[src/hw/rtl/plte_pkg.sv]
// Package: sizes, codes, request/response types and element helpers for the list engine.
`timescale 1ns / 1ps
`default_nettype none

package plte_pkg;

   localparam int CAPACITY      = 64;
   localparam int ELEMENT_WIDTH = 32;
   localparam int ADDR_W        = $clog2(CAPACITY);
   localparam int CNT_W         = $clog2(CAPACITY + 1);
   localparam int POS_W         = 7;
   localparam int CMP_W         = (CNT_W > POS_W) ? CNT_W : POS_W;

   localparam logic [2:0] KIND_INSERT  = 3'd0;
   localparam logic [2:0] KIND_DELETE  = 3'd1;
   localparam logic [2:0] KIND_GET     = 3'd2;
   localparam logic [2:0] KIND_LOCATE  = 3'd3;
   localparam logic [2:0] KIND_REVERSE = 3'd4;

   localparam logic [2:0] STATUS_OK        = 3'd0;
   localparam logic [2:0] STATUS_BAD_POS   = 3'd1;
   localparam logic [2:0] STATUS_EMPTY     = 3'd2;
   localparam logic [2:0] STATUS_NOT_FOUND = 3'd3;
   localparam logic [2:0] STATUS_FULL      = 3'd4;

   typedef logic signed [ELEMENT_WIDTH-1:0] elem_type;

   typedef struct packed {
      logic [2:0]        kind;
      logic [POS_W-1:0]  position;
      logic signed [31:0] value;
   } req_type;

   typedef struct packed {
      logic [2:0]         status;
      logic signed [31:0] read_value;
      logic [POS_W-1:0]   found_position;
      logic [POS_W-1:0]   list_length;
   } rsp_type;

   // Cut or sign-extend the request value to the stored element width.
   function automatic elem_type to_elem(input logic signed [31:0] v);
      to_elem = ELEMENT_WIDTH'(v);
   endfunction

   // Sign-extend or cut a stored element to the 32-bit response field.
   function automatic logic signed [31:0] from_elem(input elem_type e);
      from_elem = 32'(e);
   endfunction

endpackage

`default_nettype wire

[src/hw/rtl/plte_ram.sv]
// Generic RAM: one write port, two read ports with registered read data.
`timescale 1ns / 1ps
`default_nettype none

module plte_ram #(
   parameter int WIDTH = 32,
   parameter int DEPTH = 64
) (
   input  wire logic                     clock,
   input  wire logic                     wr_en,
   input  wire logic [$clog2(DEPTH)-1:0] wr_addr,
   input  wire logic [WIDTH-1:0]         wr_data,
   input  wire logic [$clog2(DEPTH)-1:0] rd_addr_a,
   output logic      [WIDTH-1:0]         rd_data_a,
   input  wire logic [$clog2(DEPTH)-1:0] rd_addr_b,
   output logic      [WIDTH-1:0]         rd_data_b
);

   logic [WIDTH-1:0] mem [DEPTH];

   always_ff @(posedge clock) begin
      if (wr_en) begin
         mem[wr_addr] <= wr_data;
      end
      rd_data_a <= mem[rd_addr_a];
      rd_data_b <= mem[rd_addr_b];
   end

endmodule

`default_nettype wire

[src/hw/rtl/positional_list_table_engine.sv]
// Top level: ordered list of signed elements kept in a RAM, one command per request.
`timescale 1ns / 1ps
`default_nettype none

// Channel   Direction  Handshake           Payload
// req_      in         req_valid/req_stall req_data   (kind, position, value)
// rsp_      out        rsp_valid/rsp_stall rsp_data   (status, read_value,
//                                                      found_position, list_length)
//
// The single RAM write port sets the pace: one entry is moved per cycle.
// Reset clears the length and control state; RAM contents are left as they are.
// A new request is taken only while the sequencer is idle; a finished response
// waits in the output register while the next request is already accepted.

module positional_list_table_engine (
   input  wire logic             clock,
   input  wire logic             reset,
   input  wire logic             req_valid,
   output logic                  req_stall,
   input  wire plte_pkg::req_type req_data,
   output logic                  rsp_valid,
   input  wire logic             rsp_stall,
   output plte_pkg::rsp_type     rsp_data
);

   import plte_pkg::*;

   // Sequencer states
   localparam logic [3:0] S_IDLE   = 4'd0;
   localparam logic [3:0] S_INS    = 4'd1;  // stream entries up, top first
   localparam logic [3:0] S_DEL    = 4'd2;  // stream entries down, bottom first
   localparam logic [3:0] S_DRAIN  = 4'd3;  // write the last streamed entry
   localparam logic [3:0] S_INS_V  = 4'd4;  // drop the new value into its slot
   localparam logic [3:0] S_GET    = 4'd5;
   localparam logic [3:0] S_LOC    = 4'd6;
   localparam logic [3:0] S_REV_RD = 4'd7;
   localparam logic [3:0] S_REV_W1 = 4'd8;
   localparam logic [3:0] S_REV_W2 = 4'd9;
   localparam logic [3:0] S_RESP   = 4'd10;

   // Control registers
   logic [3:0]        state_ff,     state_in;
   logic [CNT_W-1:0]  count_ff,     count_in;
   logic              pend_ff,      pend_in;
   logic              rsp_valid_ff, rsp_valid_in;

   // Working registers
   logic [2:0]        op_ff,        op_in;
   logic [ADDR_W-1:0] ptr_ff,       ptr_in;
   logic [ADDR_W-1:0] end_ff,       end_in;
   logic [ADDR_W-1:0] tag_ff,       tag_in;
   elem_type          value_ff,     value_in;
   elem_type          hold_ff,      hold_in;
   logic [2:0]        status_ff,    status_in;
   logic signed [31:0] rdval_ff,    rdval_in;
   logic [POS_W-1:0]  found_ff,     found_in;
   rsp_type           rsp_ff,       rsp_in;

   // RAM ports
   logic              wr_en;
   logic [ADDR_W-1:0] wr_addr;
   elem_type          wr_data;
   logic [ADDR_W-1:0] rd_addr_a;
   logic [ADDR_W-1:0] rd_addr_b;
   elem_type          rd_data_a;
   elem_type          rd_data_b;

   // Request decode
   logic              accept;
   logic [CMP_W-1:0]  pos_c;
   logic [CMP_W-1:0]  cnt_c;
   logic              is_full;
   logic              is_empty;
   logic              ins_ok;
   logic              pos_in_list;
   logic              rev_more;
   logic              rsp_free;

   plte_ram #(
      .WIDTH (ELEMENT_WIDTH),
      .DEPTH (CAPACITY)
   ) u_store (
      .clock     (clock),
      .wr_en     (wr_en),
      .wr_addr   (wr_addr),
      .wr_data   (wr_data),
      .rd_addr_a (rd_addr_a),
      .rd_data_a (rd_data_a),
      .rd_addr_b (rd_addr_b),
      .rd_data_b (rd_data_b)
   );

   assign req_stall = (state_ff != S_IDLE);
   assign accept    = req_valid && !req_stall;
   assign rsp_valid = rsp_valid_ff;
   assign rsp_data  = rsp_ff;
   assign rsp_free  = !rsp_valid_ff || !rsp_stall;

   assign pos_c       = CMP_W'(req_data.position);
   assign cnt_c       = CMP_W'(count_ff);
   assign is_full     = (count_ff >= CNT_W'(CAPACITY));
   assign is_empty    = (count_ff == '0);
   assign ins_ok      = !is_full && (pos_c != '0) && (pos_c <= cnt_c + CMP_W'(1));
   assign pos_in_list = (pos_c != '0) && (pos_c <= cnt_c);

   // Another pair lies strictly inside the current one
   assign rev_more = (({1'b0, ptr_ff} + (ADDR_W + 1)'(2)) < {1'b0, end_ff});

   // Read addresses: port A follows the stream, port B only serves reverse
   always_comb begin
      unique case (state_ff)
         S_IDLE:   rd_addr_a = ADDR_W'(pos_c - CMP_W'(1));
         S_INS:    rd_addr_a = ptr_ff - ADDR_W'(1);
         S_REV_W2: rd_addr_a = ptr_ff + ADDR_W'(1);
         default:  rd_addr_a = ptr_ff;
      endcase
      rd_addr_b = (state_ff == S_REV_W2) ? (end_ff - ADDR_W'(1)) : end_ff;
   end

   // Write port
   always_comb begin
      wr_en   = 1'b0;
      wr_addr = tag_ff;
      wr_data = rd_data_a;
      unique case (state_ff)
         S_INS, S_DEL, S_DRAIN: begin
            wr_en = pend_ff;
         end
         S_INS_V: begin
            wr_en   = 1'b1;
            wr_addr = end_ff;
            wr_data = value_ff;
         end
         S_REV_W1: begin
            wr_en   = 1'b1;
            wr_addr = ptr_ff;
            wr_data = rd_data_b;
         end
         S_REV_W2: begin
            wr_en   = 1'b1;
            wr_addr = end_ff;
            wr_data = hold_ff;
         end
         default: begin
            wr_en = 1'b0;
         end
      endcase
   end

   // Sequencer
   always_comb begin
      state_in     = state_ff;
      count_in     = count_ff;
      pend_in      = pend_ff;
      op_in        = op_ff;
      ptr_in       = ptr_ff;
      end_in       = end_ff;
      tag_in       = tag_ff;
      value_in     = value_ff;
      hold_in      = hold_ff;
      status_in    = status_ff;
      rdval_in     = rdval_ff;
      found_in     = found_ff;
      rsp_in       = rsp_ff;
      rsp_valid_in = rsp_valid_ff && rsp_stall;

      unique case (state_ff)
         S_IDLE: begin
            if (accept) begin
               op_in     = req_data.kind;
               value_in  = to_elem(req_data.value);
               status_in = STATUS_OK;
               rdval_in  = '0;
               found_in  = '0;
               pend_in   = 1'b0;
               state_in  = S_RESP;
               unique case (req_data.kind)
                  KIND_INSERT: begin
                     if (is_full) begin
                        status_in = STATUS_FULL;
                     end else if (!ins_ok) begin
                        status_in = STATUS_BAD_POS;
                     end else begin
                        count_in = count_ff + CNT_W'(1);
                        ptr_in   = ADDR_W'(count_ff);
                        end_in   = ADDR_W'(pos_c - CMP_W'(1));
                        // appending at the tail needs no shift
                        state_in = (pos_c <= cnt_c) ? S_INS : S_INS_V;
                     end
                  end
                  KIND_DELETE: begin
                     if (is_empty) begin
                        status_in = STATUS_EMPTY;
                     end else if (!pos_in_list) begin
                        status_in = STATUS_BAD_POS;
                     end else begin
                        count_in = count_ff - CNT_W'(1);
                        ptr_in   = ADDR_W'(pos_c);
                        end_in   = ADDR_W'(count_ff - CNT_W'(1));
                        // removing the tail needs no shift
                        state_in = (pos_c < cnt_c) ? S_DEL : S_RESP;
                     end
                  end
                  KIND_GET: begin
                     if (is_empty) begin
                        status_in = STATUS_EMPTY;
                     end else if (!pos_in_list) begin
                        status_in = STATUS_BAD_POS;
                     end else begin
                        state_in = S_GET;
                     end
                  end
                  KIND_LOCATE: begin
                     status_in = STATUS_NOT_FOUND;
                     ptr_in    = '0;
                     end_in    = ADDR_W'(count_ff - CNT_W'(1));
                     if (!is_empty) begin
                        state_in = S_LOC;
                     end
                  end
                  KIND_REVERSE: begin
                     ptr_in = '0;
                     end_in = ADDR_W'(count_ff - CNT_W'(1));
                     if (count_ff >= CNT_W'(2)) begin
                        state_in = S_REV_RD;
                     end
                  end
                  default: begin
                     state_in = S_RESP;
                  end
               endcase
            end
         end
         S_INS: begin
            tag_in  = ptr_ff;
            pend_in = 1'b1;
            ptr_in  = ptr_ff - ADDR_W'(1);
            if ((ptr_ff - ADDR_W'(1)) == end_ff) begin
               state_in = S_DRAIN;
            end
         end
         S_DEL: begin
            tag_in  = ptr_ff - ADDR_W'(1);
            pend_in = 1'b1;
            ptr_in  = ptr_ff + ADDR_W'(1);
            if (ptr_ff == end_ff) begin
               state_in = S_DRAIN;
            end
         end
         S_DRAIN: begin
            pend_in  = 1'b0;
            state_in = (op_ff == KIND_INSERT) ? S_INS_V : S_RESP;
         end
         S_INS_V: begin
            state_in = S_RESP;
         end
         S_GET: begin
            rdval_in = from_elem(rd_data_a);
            state_in = S_RESP;
         end
         S_LOC: begin
            tag_in  = ptr_ff;
            pend_in = 1'b1;
            ptr_in  = ptr_ff + ADDR_W'(1);
            if (pend_ff && (rd_data_a == value_ff)) begin
               status_in = STATUS_OK;
               found_in  = POS_W'({1'b0, tag_ff} + (ADDR_W + 1)'(1));
               pend_in   = 1'b0;
               state_in  = S_RESP;
            end else if (pend_ff && (tag_ff == end_ff)) begin
               pend_in  = 1'b0;
               state_in = S_RESP;
            end
         end
         S_REV_RD: begin
            state_in = S_REV_W1;
         end
         S_REV_W1: begin
            hold_in  = rd_data_a;
            state_in = S_REV_W2;
         end
         S_REV_W2: begin
            ptr_in   = ptr_ff + ADDR_W'(1);
            end_in   = end_ff - ADDR_W'(1);
            state_in = rev_more ? S_REV_W1 : S_RESP;
         end
         S_RESP: begin
            // hold until the output register is free
            if (rsp_free) begin
               rsp_in.status         = status_ff;
               rsp_in.read_value     = rdval_ff;
               rsp_in.found_position = found_ff;
               rsp_in.list_length    = POS_W'(count_ff);
               rsp_valid_in          = 1'b1;
               state_in              = S_IDLE;
            end
         end
         default: begin
            state_in = S_IDLE;
         end
      endcase
   end

   always_ff @(posedge clock) begin
      if (reset) begin
         state_ff     <= S_IDLE;
         count_ff     <= '0;
         pend_ff      <= 1'b0;
         rsp_valid_ff <= 1'b0;
      end else begin
         state_ff     <= state_in;
         count_ff     <= count_in;
         pend_ff      <= pend_in;
         rsp_valid_ff <= rsp_valid_in;
      end
   end

   always_ff @(posedge clock) begin
      op_ff     <= op_in;
      ptr_ff    <= ptr_in;
      end_ff    <= end_in;
      tag_ff    <= tag_in;
      value_ff  <= value_in;
      hold_ff   <= hold_in;
      status_ff <= status_in;
      rdval_ff  <= rdval_in;
      found_ff  <= found_in;
      rsp_ff    <= rsp_in;
   end

   // A response ready to go reaches the output and frees the sequencer
   a_resp_handoff : assert property (@(posedge clock) disable iff (reset)
      (state_ff == S_RESP && rsp_free) |=> (rsp_valid_ff && state_ff == S_IDLE))
      else $error("response not handed to output register");

   // A valid insert grows the list by exactly one
   a_insert_grows : assert property (@(posedge clock) disable iff (reset)
      (accept && req_data.kind == KIND_INSERT && ins_ok)
      |=> (count_ff == $past(count_ff) + CNT_W'(1)))
      else $error("insert did not advance the length");

   // The store is never written while the sequencer is idle
   a_idle_no_write : assert property (@(posedge clock) disable iff (reset)
      (state_ff == S_IDLE) |-> !wr_en)
      else $error("RAM write while idle");

endmodule

`default_nettype wire

[config.mk]
export PLATFORM = sky130hd
export DESIGN_NAME = positional_list_table_engine
export DESIGN_NICKNAME = d
export VERILOG_FILES = /design/src/hw/rtl/plte_pkg.sv /design/src/hw/rtl/plte_ram.sv /design/src/hw/rtl/positional_list_table_engine.sv
export SDC_FILE = /design/constraint.sdc
export NUM_CORES = 2
export LEC_CHECK = 0
export BUFFER_PORTS_ARGS = -buffer_cell sky130_fd_sc_hd__buf_2
export CAP_MARGIN = 20
export CELL_PAD_IN_SITES_DETAIL_PLACEMENT = 0
export CELL_PAD_IN_SITES_GLOBAL_PLACEMENT = 2
export CORE_UTILIZATION = 44
export CTS_CLUSTER_DIAMETER = 80
export DETAILED_ROUTE_END_ITERATION = 8
export PLACE_DENSITY_LB_ADDON = 0.1
export SLEW_MARGIN = 20
export SYNTH_ARGS = -nofsm -noshare
export SYNTH_HDL_FRONTEND = slang
export SYNTH_SLANG_ARGS = --single-unit
[constraint.sdc]
create_clock -name clock -period 5.45 [get_ports clock]
set_input_delay 1.09 -clock clock [delete_from_list [all_inputs] [get_ports clock]]
set_output_delay 1.09 -clock clock [all_outputs]
set_load 0.01 [all_outputs]
==> impl_metrics.ini <==
[finish]
area_delta_synth_final_pct = 15.3
final-instance-count-excl-fill = 14320
n_fill_cell = 22898
layout.nets = 10640
fin_util = 0.512
drive_gt1_frac = 0.139

[place]
dp_hpwl_mm = 354
numPlacedInstances = 13795
gp_congestion = 0.965
io_buffers = 96

[critical_path]
worst-endpoint-required_ns = 6.16
path_class = reg -> reg
worstPathArrival_ns = 5.60
critPathMaxFanout = 68
path_buf_inv = 3
start_kind = flop
cp_slowest_cell = o22ai_2
path_cells = inv_1 -> ha_1 -> a21boi_1 -> buf_4 -> nor4b_1 -> o31ai_1 -> and2_4 -> buf_12 -> a31oi_1 -> a22o_1 -> o22ai_2 -> nor4_1
endpoint_kind = flop
path_delay_family = compound AO/OA/AOI/OAI gates
critPathMaxStageDelay_ns = 0.76

[drt]
drc_errors = 0
vias_per_cell = 7.36
ant_nets = 0
drt_iter0_drc = 20605
dr_total_vias = 105420
wirelength_mm = 575
first_pass_iters = 8
avgRoutedWirePerCell_um = 40.1

[sta]
setup-violations-final = 0
rsz0062_at_grt = false
post-route-min-period_ns = 4.89
setup_tns_ns = 0
final_hold_viol_count = 0
worst_pin_slew_ns = 1.32
clock_skew_ns = 0.0967
slew_headroom = 0.118
post-route-period-util = 0.897
report.final.slew_viol_count = 0
max_freq_mhz = 205

[logic_synthesis]
yosysWarnings = 0
synth_area_sq_um = 117000
ys_seq_area_frac = 0.585
synth_area_per_cell_sq_um = 11.1
ys_types = 89
synth_edf_count = 2224
synthCells = 10515
async_reset_ff_frac = 0
yosysTopAreaCellShare = 0.572
synth_top_cells_by_area = edfxtp_1 57%, nand2_1 6.6%, o221ai_1 4.4%
synth_ff_type = edfxtp_1
ys_seq_elements = 2301
synth_common_cells = 2224 x edfxtp_1, 2065 x nand2_1, 612 x o22ai_1
synth_nets = 10593
yosys.area.top_type = edfxtp_1
synth.most_common_cell = edfxtp_1

[min_path]
hold_path_class = in -> reg

[pwr]
power_density_nw_per_um2 = 719
netSwitchingFraction = 0.482
combPwrFrac = 0.542
vdd_drop_max_mv = 0.888
power_frac_clock = 0.190
power_frac_seq = 0.268
power_leakage_nw = 45.0
intPower_w = 0.0502
p_sw_w = 0.0467

[run]
maxCapViolations = 0

[clock_tree]
cts_tree = done
cts_root_buf = clkbuf_16
cts_resized = 0
htreeDepth = 5
cts_sinks = 2301
insertion_delay_ns = 0.93
cts_buffer_depth = 4
post_cts_buffers = 0
cts_hold_buffers = 0
cts_buffers = 279
clk_pin_slew_ns = 0.06

[floorplanning]
die_h_um = 517
boundaryPins = 97
start_util = 0.444
chipWidth_um = 517
num_rows = 188
core_area_sq_um = 263000
die-area_sq_um = 268000

[grt]
grt_usage = 0.418
grt_pass1_vias = 94493
grt_start_max_net_pins = 128
grt_pass1_wl_mm = 777
grt_antenna_before_repair = 55
overflow = 0

[run_status]
outcome = completed
placed cells by master (no fill, tap or decap), types with 32 or more instances in the layout:
master and instances:
buf_2 96, nand2_1 2025, a31oi_1 346, clkinv_1 44, clkbuf_1 68, diode_2 33, a221oi_1 84, and3_1 197
clkinv_2 32, and2_1 42, nor3_1 180, a211oi_1 188, a21oi_1 384, xnor2_1 59, nor4_1 44, or3_1 34
mux2i_1 235, nand2_2 34, buf_12 179, clkbuf_16 289, a22oi_1 43, mux4_2 97, mux2_2 43, buf_4 519
a32oi_1 49, a222oi_1 36, a22o_1 88, nand4_1 39, nor2_4 67, nor2_1 151, o22ai_1 611, dfxtp_1 77
a21o_1 54, o21ai_0 350, nand3_1 527, a311oi_1 140, o221ai_1 590, edfxtp_1 2224
final timing paths:
kind	start	to	slack, ns	cells after the start
max reg2reg	ptr_ff[2]$_DFFE_PP_	u_store.rd_data_a[9]$_DFF_P_	0.56	12
max	ptr_ff[2]$_DFFE_PP_	u_store.rd_data_a[9]$_DFF_P_	0.56	12
min reg2reg	rdval_ff[26]$_SDFFCE_PN0P_	rsp_data[40]$_DFFE_PP_	0.41	0
min	req_data[30]	value_ff[30]$_DFFE_PP_	0.38	1
stage by stage:
stage | setup slack [ns] | hold slack (ns) | cell area (sq um) | power [W]
6_report | 0.560 | 0.377 | 135000 | 0.0969
2_1_floorplan | 0.968 | 0.400 | 117000 | 0.0527
4_1_cts | 0.591 | 0.337 | 135000 | 0.0943
5_1_grt | 0.515 | 0.368 | 135000 | 0.0987
3_5_place_dp | 0.428 | 0.405 | 126000 | 0.0761
3_3_place_gp | 0.140 | 0.400 | 126000 | 0.0757
logic make-up (layout without fill, tap and decap cells):
family | count (synthesis) | after routing | share of synthesized area
muxes | 376 | 376 | 0.0431
buffers and inverters | 1061 | 1318 | 0.0391
and+or+nand+nor | 3464 | 3464 | 0.130
AOI/OAI and AO/OA | 3194 | 3194 | 0.193
xor gates and xnor gates | 87 | 87 | 0.00681
other | 0 | 33 | 0
adders and majority gates | 32 | 32 | 0.00343
DFF | 2301 | 2301 | 0.585
worst register-to-register path, stage by stage (launching register included):
cell      delay, ns
edfxtp_1       0.67
inv_1          0.21
ha_1           0.22
a21boi_1       0.12
buf_4          0.17
nor4b_1        0.14
o31ai_1        0.60
and2_4         0.69
buf_12         0.52
a31oi_1        0.26
a22o_1         0.27
o22ai_2        0.76
nor4_1         0.12
sequential cells by signal, indices dropped and copies added (netlist names), 32 cells and up:
register and flops:
u_store.rd_data_a 32, rsp_data 49, u_store.rd_data_b 32, hold_ff 32, value_ff 32, u_store.mem 2048
rdval_ff 32
area by class of cell:
cell class / count / area, sq um / share of cell area
Inverter: 29 / 116 / 0.000864
Sequential cell: 2301 / 68300 / 0.507
Timing Repair Buffer: 798 / 8060 / 0.0598
Clock inverter: 108 / 992 / 0.00736
Clock buffer: 383 / 7850 / 0.0582
Antenna cell: 33 / 82.6 / 0.000613
Tap cell: 3515 / 4400 / 0.0326
Multi-Input combinational cell: 7153 / 44900 / 0.333
power by group through the flow:
stage | sequential [W] | clock (W) | combinational (W)
global route | 0.0259 | 0.0191 | 0.0536
CTS | 0.0258 | 0.0185 | 0.0500
floorplan | 0.0255 | 0 | 0.0272
detailed placement | 0.0262 | 0 | 0.0499
finish | 0.0260 | 0.0185 | 0.0525
global placement | 0.0262 | 0 | 0.0495
metal layers:
metal,GRT usage,vias to the layer above,part of all wire
met1,0.572,52499,0.38
li1,-,41845,-
met5,0,-,0.00076
met4,0.218,30,0.060
met3,0.138,1688,0.16
met2,0.584,9358,0.41
(Power assumes the default switching activity.)
